`config.mk`:
```
export PLATFORM = sky130hd
export DESIGN_NAME = tdc_fifo
export DESIGN_NICKNAME = d
export VERILOG_FILES = /design/src/tdc_fifo.sv
export SDC_FILE = /design/constraint.sdc
export NUM_CORES = 1
export LEC_CHECK = 0
export ABC_AREA = 1
export BUFFER_PORTS_ARGS = -buffer_cell sky130_fd_sc_hd__buf_2
export CORE_MARGIN = 8
export CORE_UTILIZATION = 45
export CTS_BUF_LIST = sky130_fd_sc_hd__clkbuf_8
export DETAILED_ROUTE_END_ITERATION = 16
export GPL_ROUTABILITY_DRIVEN = 0
export HOLD_SLACK_MARGIN = 0.05
export PLACE_DENSITY = 0.82
export SLEW_MARGIN = 20
export SYNTH_ARGS = -nofsm -noshare
export SYNTH_HDL_FRONTEND = slang
export SYNTH_SLANG_ARGS = --single-unit
```
`constraint.sdc`:
```
create_clock -name clk -period 1.59 [get_ports clk]
set_input_delay 0.3975 -clock clk [delete_from_list [all_inputs] [get_ports clk]]
set_output_delay 0.3975 -clock clk [all_outputs]
set_load 0.02 [all_outputs]
```
`src/tdc_fifo.sv`:
```
// Small register-based first-in first-out queue with one write and one read per cycle.
`timescale 1ns / 1ps

module tdc_fifo #(
	parameter int WIDTH = 8,
	parameter int DEPTH = 2
) (
	input  logic             clk,
	input  logic             arst_n,
	input  logic             push,
	input  logic [WIDTH-1:0] wdata,
	output logic             full,
	input  logic             pop,
	output logic [WIDTH-1:0] rdata,
	output logic             empty
);

	localparam int PTR_W = (DEPTH > 1) ? $clog2(DEPTH) : 1;
	localparam int CNT_W = $clog2(DEPTH + 1);

	logic [WIDTH-1:0] mem_q [DEPTH];
	logic [PTR_W-1:0] wr_ptr_q;
	logic [PTR_W-1:0] rd_ptr_q;
	logic [CNT_W-1:0] cnt_q;
	logic             do_push;
	logic             do_pop;

	// Occupancy flags come straight from the registered count.
	assign full    = (cnt_q == CNT_W'(DEPTH));
	assign empty   = (cnt_q == '0);
	assign do_push = push && !full;
	assign do_pop  = pop && !empty;
	assign rdata   = mem_q[rd_ptr_q];

	// Pointers and count.
	always_ff @(posedge clk or negedge arst_n) begin
		if (!arst_n) begin
			wr_ptr_q <= '0;
			rd_ptr_q <= '0;
			cnt_q    <= '0;
		end else begin
			if (do_push) begin
				wr_ptr_q <= (wr_ptr_q == PTR_W'(DEPTH - 1)) ? '0 : wr_ptr_q + 1'b1;
			end
			if (do_pop) begin
				rd_ptr_q <= (rd_ptr_q == PTR_W'(DEPTH - 1)) ? '0 : rd_ptr_q + 1'b1;
			end
			if (do_push && !do_pop) begin
				cnt_q <= cnt_q + 1'b1;
			end else if (do_pop && !do_push) begin
				cnt_q <= cnt_q - 1'b1;
			end
		end
	end

	// Storage needs no reset.
	always_ff @(posedge clk) begin
		if (do_push) begin
			mem_q[wr_ptr_q] <= wdata;
		end
	end

endmodule

```
== Word-level counts from Yosys, hierarchy flattened ==
Memories as Yosys holds them, arrays and structs flattened.
Index checks and enable logic that the tools add are counted.

* Add/sub/neg operators: 4
* Equality and inequality tests: 1
* Mux-type cells: 6
* Reductions and logical operators: 10

{| class="wikitable"
|+ Operators with widths
! cell !! count
|-
| $logic_and A1 B1 Y1 || 4
|-
| $logic_not A1 Y1 || 4
|-
| $mux W1 || 4
|-
| $mux W2 || 2
|-
| $add A1 B1 Y1 const B || 2
|-
| $add A2 B1 Y2 const B || 1
|-
| $eq A2 B2 Y1 const B || 1
|-
| $logic_not A2 Y1 || 1
|-
| $reduce_bool A2 Y1 || 1
|-
| $sub A2 B1 Y2 const B || 1
|}

* Register bits: 4
* Memory bits (writable): 16
* Input port bits: 12
* Output and inout port bits: 10
* Memories kept: 1

{| class="wikitable"
|+ Memories
! name !! depth !! width !! rd ports !! clocked after memory_dff !! write ports !! line !! text
|-
| mem_q || 2 || 8 || 1 || 0 || 1 || 21 || <nowiki>logic [WIDTH-1:0] mem_q [DEPTH];</nowiki>
|}

== Longest topological paths before layout ==
* Depth in word-level cells: 7
* Gate-level depth with buffers: 9
* Gate-level depth less buffers: 9

== Least setup slack after synthesis ==
OpenSTA, ideal clock, no wires.

* Kind: reg-to-reg
* Start point: register cnt_q[0]
* End point: register cnt_q[1]
* Library setup time: 0.117 ns
* Data arrival time: 1.282 ns
* Slack: 0.191 ns
* Stages on the path, launching flop included: 8
* Buffers on the path: 0
* Clock period less this slack: 1.399 ns
* Cells stage by stage: dfrtp_1 > nor2_2 > nor2_2 > ha_1 > inv_1 > nand3_1 > nand2_1 > nand2_1

* Word-level cells in the longest chain between the ends: 6
* Elaborated cells between the ends (all ways): 15
* Classes of those cells: 2 x add/sub; 1 x eq/ne; 2 x mux; 10 x reduce/logical

{| class="wikitable"
|+ Ends and longest elaborated chain
! what !! line !! text
|-
| start: declaration || 24 || <nowiki>logic [CNT_W-1:0] cnt_q;</nowiki>
|-
| start signal: assignment || 49 || <nowiki>cnt_q <= cnt_q + 1'b1;</nowiki>
|-
| start signal: assignment || 51 || <nowiki>cnt_q <= cnt_q - 1'b1;</nowiki>
|-
| $eq A2 B2 Y1 (*) || 29 || <nowiki>assign full = (cnt_q == CNT_W'(DEPTH));</nowiki>
|-
| via full || 12 || <nowiki>output logic full,</nowiki>
|-
| $logic_not A1 Y1 (*) || 31 || <nowiki>assign do_push = push && !full;</nowiki>
|-
| $logic_and A1 B1 Y1 (*) || 31 ||
|-
| $logic_not A1 Y1 || 50 || <nowiki>end else if (do_pop && !do_push) begin</nowiki>
|-
| $logic_and A1 B1 Y1 || 50 ||
|-
| $reduce_bool A2 Y1 (no line) || -- ||
|}

Mark *: on every way through the listed nets, which the timed path passes. The rest lies on a longest branch. The select of a mux whose other input is x is not followed.
A chain may end at the register's enable or synchronous reset.

== Worst setup path in the final report ==
* Start point: register rd_ptr_q
* End point: output rdata[6]

* Word-level cells in the longest chain between the ends: 1

{| class="wikitable"
|+ Ends and longest elaborated chain
! what !! line !! text
|-
| start: declaration || 23 || <nowiki>logic [PTR_W-1:0] rd_ptr_q;</nowiki>
|-
| start signal: assignment || 46 || <nowiki>rd_ptr_q <= (rd_ptr_q == PTR_W'(DEPTH - 1)) ? '0 : rd_ptr_q + 1'b1;</nowiki>
|-
| $mem_v2 Z2 W8 || -- ||
|-
| end: declaration || 14 || <nowiki>output logic [WIDTH-1:0] rdata,</nowiki>
|}

Every way passes these cells.

==> reports/qor.yml <==
status: "completed"
grt_pass1_vias: 583
multiInputGateArea_um2: 194
startpoint_type: "register"
min_period_over_period_pct: 96.0
worstHoldStart: "wdata[3]"
crit_chain: "clkbuf_2 -> nand2_1 -> nand2_1 -> buf_2"
finalNonFillerCells: 126
cts_buffers: 3
critical-path-max-stage-delay_ns: 0.44
cp_max_fo: 5
die_height_um: 58.4
drc_errors: 0
via_per_inst: 4.63
clock_latency_ns: 0.25
finalHoldViolCount: 0
port_buffers: 21
placed_cells: 119
grt_usage_pct: 9.63
synth_async_sr_flop_share_pct: 20.0
p_seq_share_pct: 42.4
setup_tns_ns: 0
num_antenna_cells: 0
timing.critical_path.from: "rd_ptr_q"
arrival_ns: 1.13
ir_drop_uv: 1170
drtAntennaViolNets: 0
numClockSinks: 20
critical_path_class: "reg -> out"
max_freq_mhz: 655
die_area_um2: 3410
wl_um: 1630
min_path_type: "in -> reg"
power_leakage_nw: 0.486
path_common_cell: "nand2_1"
finalMaxSlewViolations: 0
drtIter0Drc: 20
firstDrtPassIters: 4
layout.nets: 115
grt-ovfl-total: 0
grt_max_degree: 12
netlist_instances: 73
grt_first_pass_wirelength_um: 2530
start_util_pct: 47.4
p_per_area_nw_per_um2: 1890
p_sw_mw: 0.757
clk_pin_slew_worst_paths_ns: 0.07
yosys_most_used_dff: "edfxtp_1"
slowest_stage: "dfrtp_2"
clock_skew_ns: 0.00143
wl_per_cell_um: 12.9
swShare_pct: 39.2
root_buffer: "clkbuf_8"
fin_crit_ns: 1.53
synth_enable_flop_cells: 16
synth_top_area_cell: "edfxtp_1"
power_mw: 1.93
rsz0062_at_grt: "false"
p_int_mw: 1.18
dp_hpwl_um: 1210
vias: 583
worstSetupEndpointType: "output pin"
area.growth.synth_to_final_pct: 26.0
ys_ff_latch: 20
yosysUniqueCellTypes: 14
layout-drive-gt1-share_pct: 30.7
r2r-start: "cnt_q[0]"
seq_area_um2: 582
syn_avg_cell_area_um2: 11.1
antenna_found_initial: 0
cts_max_level: 1
slew_headroom_pct: 79.2
rows: 15
die_w_um: 58.4
synthTopCellsByArea: "edfxtp_1, nand2_1, dfrtp_1, inv_1, ha_1"
core_um2: 1710
max-clock-path-buffers: 2
yosys_warnings: 0
synthesis.area_um2: 810
cap_violations: 0
synth_common_cells: "nand2_1, edfxtp_1, inv_1, dfrtp_1"
nFillCells: 153
p_clk_share_pct: 16.6
ys_seq_area_share_pct: 71.7
crit_family: "flip-flops"
syn-num-nets: 86
cp.required_ns: 1.19
critical_path_buf_inv_count: 2
synth_most_common_cell: "nand2_1"
netlist.area_leader.share_pct: 59.4
tritoncts: "built"
pwr-share-comb_pct: 41.1
setup_viol: 0
ios: 22
worst_pin_slew_ns: 0.312
==> registers in the layout (all words and copies together) (netlist names) <==
signal,cells
rd_ptr_q,1
mem_q,16
cnt_q,2
wr_ptr_q,1
==> final timing paths <==
| path | endpoint | slack [ns] | cells after the start |
|---|---|---|---|
| max | rdata[6] | 0.06 | 4 |
| min | mem_q[0][3] | 0.34 | 1 |
| min reg2reg | wr_ptr_q | 0.50 | 2 |
| min in group asynchronous | wr_ptr_q | 0.48 | 2 |
| max reg2reg | cnt_q[1] | 0.19 | 6 |
| max in group asynchronous | rd_ptr_q | 0.97 | 2 |
==> through the flow <==
step / setup WS (ns) / utilization, % / area [um^2] / hold WS (ns)
floorplan: 0.191 / - / 810 / 0.102
finish: 0.0631 / 59.7 / 1020 / 0.335
CTS: 0.0296 / 59.0 / 1010 / 0.335
detailed placement: 0.188 / 55.5 / 948 / 0.212
global placement: 0.222 / 55.5 / 948 / 0.208
global route: 0.00399 / 59.7 / 1020 / 0.322
==> power by group through the flow <==
| stage | clock, mW | sequential [mW] | combinational [mW] |
|---|---|---|---|
| 6_report | 0.320 | 0.819 | 0.794 |
| 5_1_grt | 0.350 | 0.832 | 0.887 |
| 4_1_cts | 0.327 | 0.844 | 0.747 |
| 3_5_place_dp | 0 | 0.846 | 0.742 |
| 3_3_place_gp | 0 | 0.832 | 0.717 |
| 2_1_floorplan | 0 | 0.789 | 0.544 |
==> layer usage <==
layer	up-vias	share of wire, %	GRT usage [%]
met2	17	54	16.9
met1	274	39	10.3
met4	0	0	3.15
li1	292	-	-
met3	0	7.1	3.70
met5	-	0	0
==> worst register-to-register path: stages (launching register included) <==
cell     delay (ns)
dfrtp_1        0.45
o21ai_0        0.27
ha_1           0.31
inv_1          0.08
nand3_1        0.08
nand2_1        0.06
nand2_1        0.04
==> logic make-up after synthesis <==
family                     synth area share [%]
AOI/OAI and AO/OA                          1.24
DFF                                        71.7
adders and majority gates                  1.55
and+or+nand+nor                            20.1
buffers and inverters                      4.33
xor gates and xnor gates                   1.08
==> timing repair <==
action / CTS / global route
hold buffers: 1 / 0
hold endpoints to repair: 4 / 0
resized for setup: 2 / 0
cloned: 0 / 0
buffers inserted: 0 / 2
endpoints found under the setup margin: 8 / 5
==> cell usage in the layout, fill, tap and decap left out <==
master         Yosys  routed
clkbuf_8           0       3
nand3_1            1       1
nand3b_1           1       1
edfxtp_1          16      16
buf_4              0       2
buf_2              1      21
dlygate4sd3_1      0       1
inv_4              0       1
clkinv_1           0       1
nor2_1             2       2
clkbuf_2           0       1
nand4_1            1       1
inv_1              7       7
dfrtp_1            4       3
ha_1               1       1
o21ai_0            2       2
nand2_1           33      33
xnor2_1            1       1
dfrtp_2            0       1
nor2_2             2       2
==> final cells by class <==
type	instances	share of cell area (%)
sequential	20	57.1
multi-input combinational	44	19.0
timing repair buffer	25	13.3
clock buffer	3	4.05
inverter	8	3.19
tap	25	3.07
clock inverter	1	0.368
Note: power is estimated with default switching activity, not from simulation.
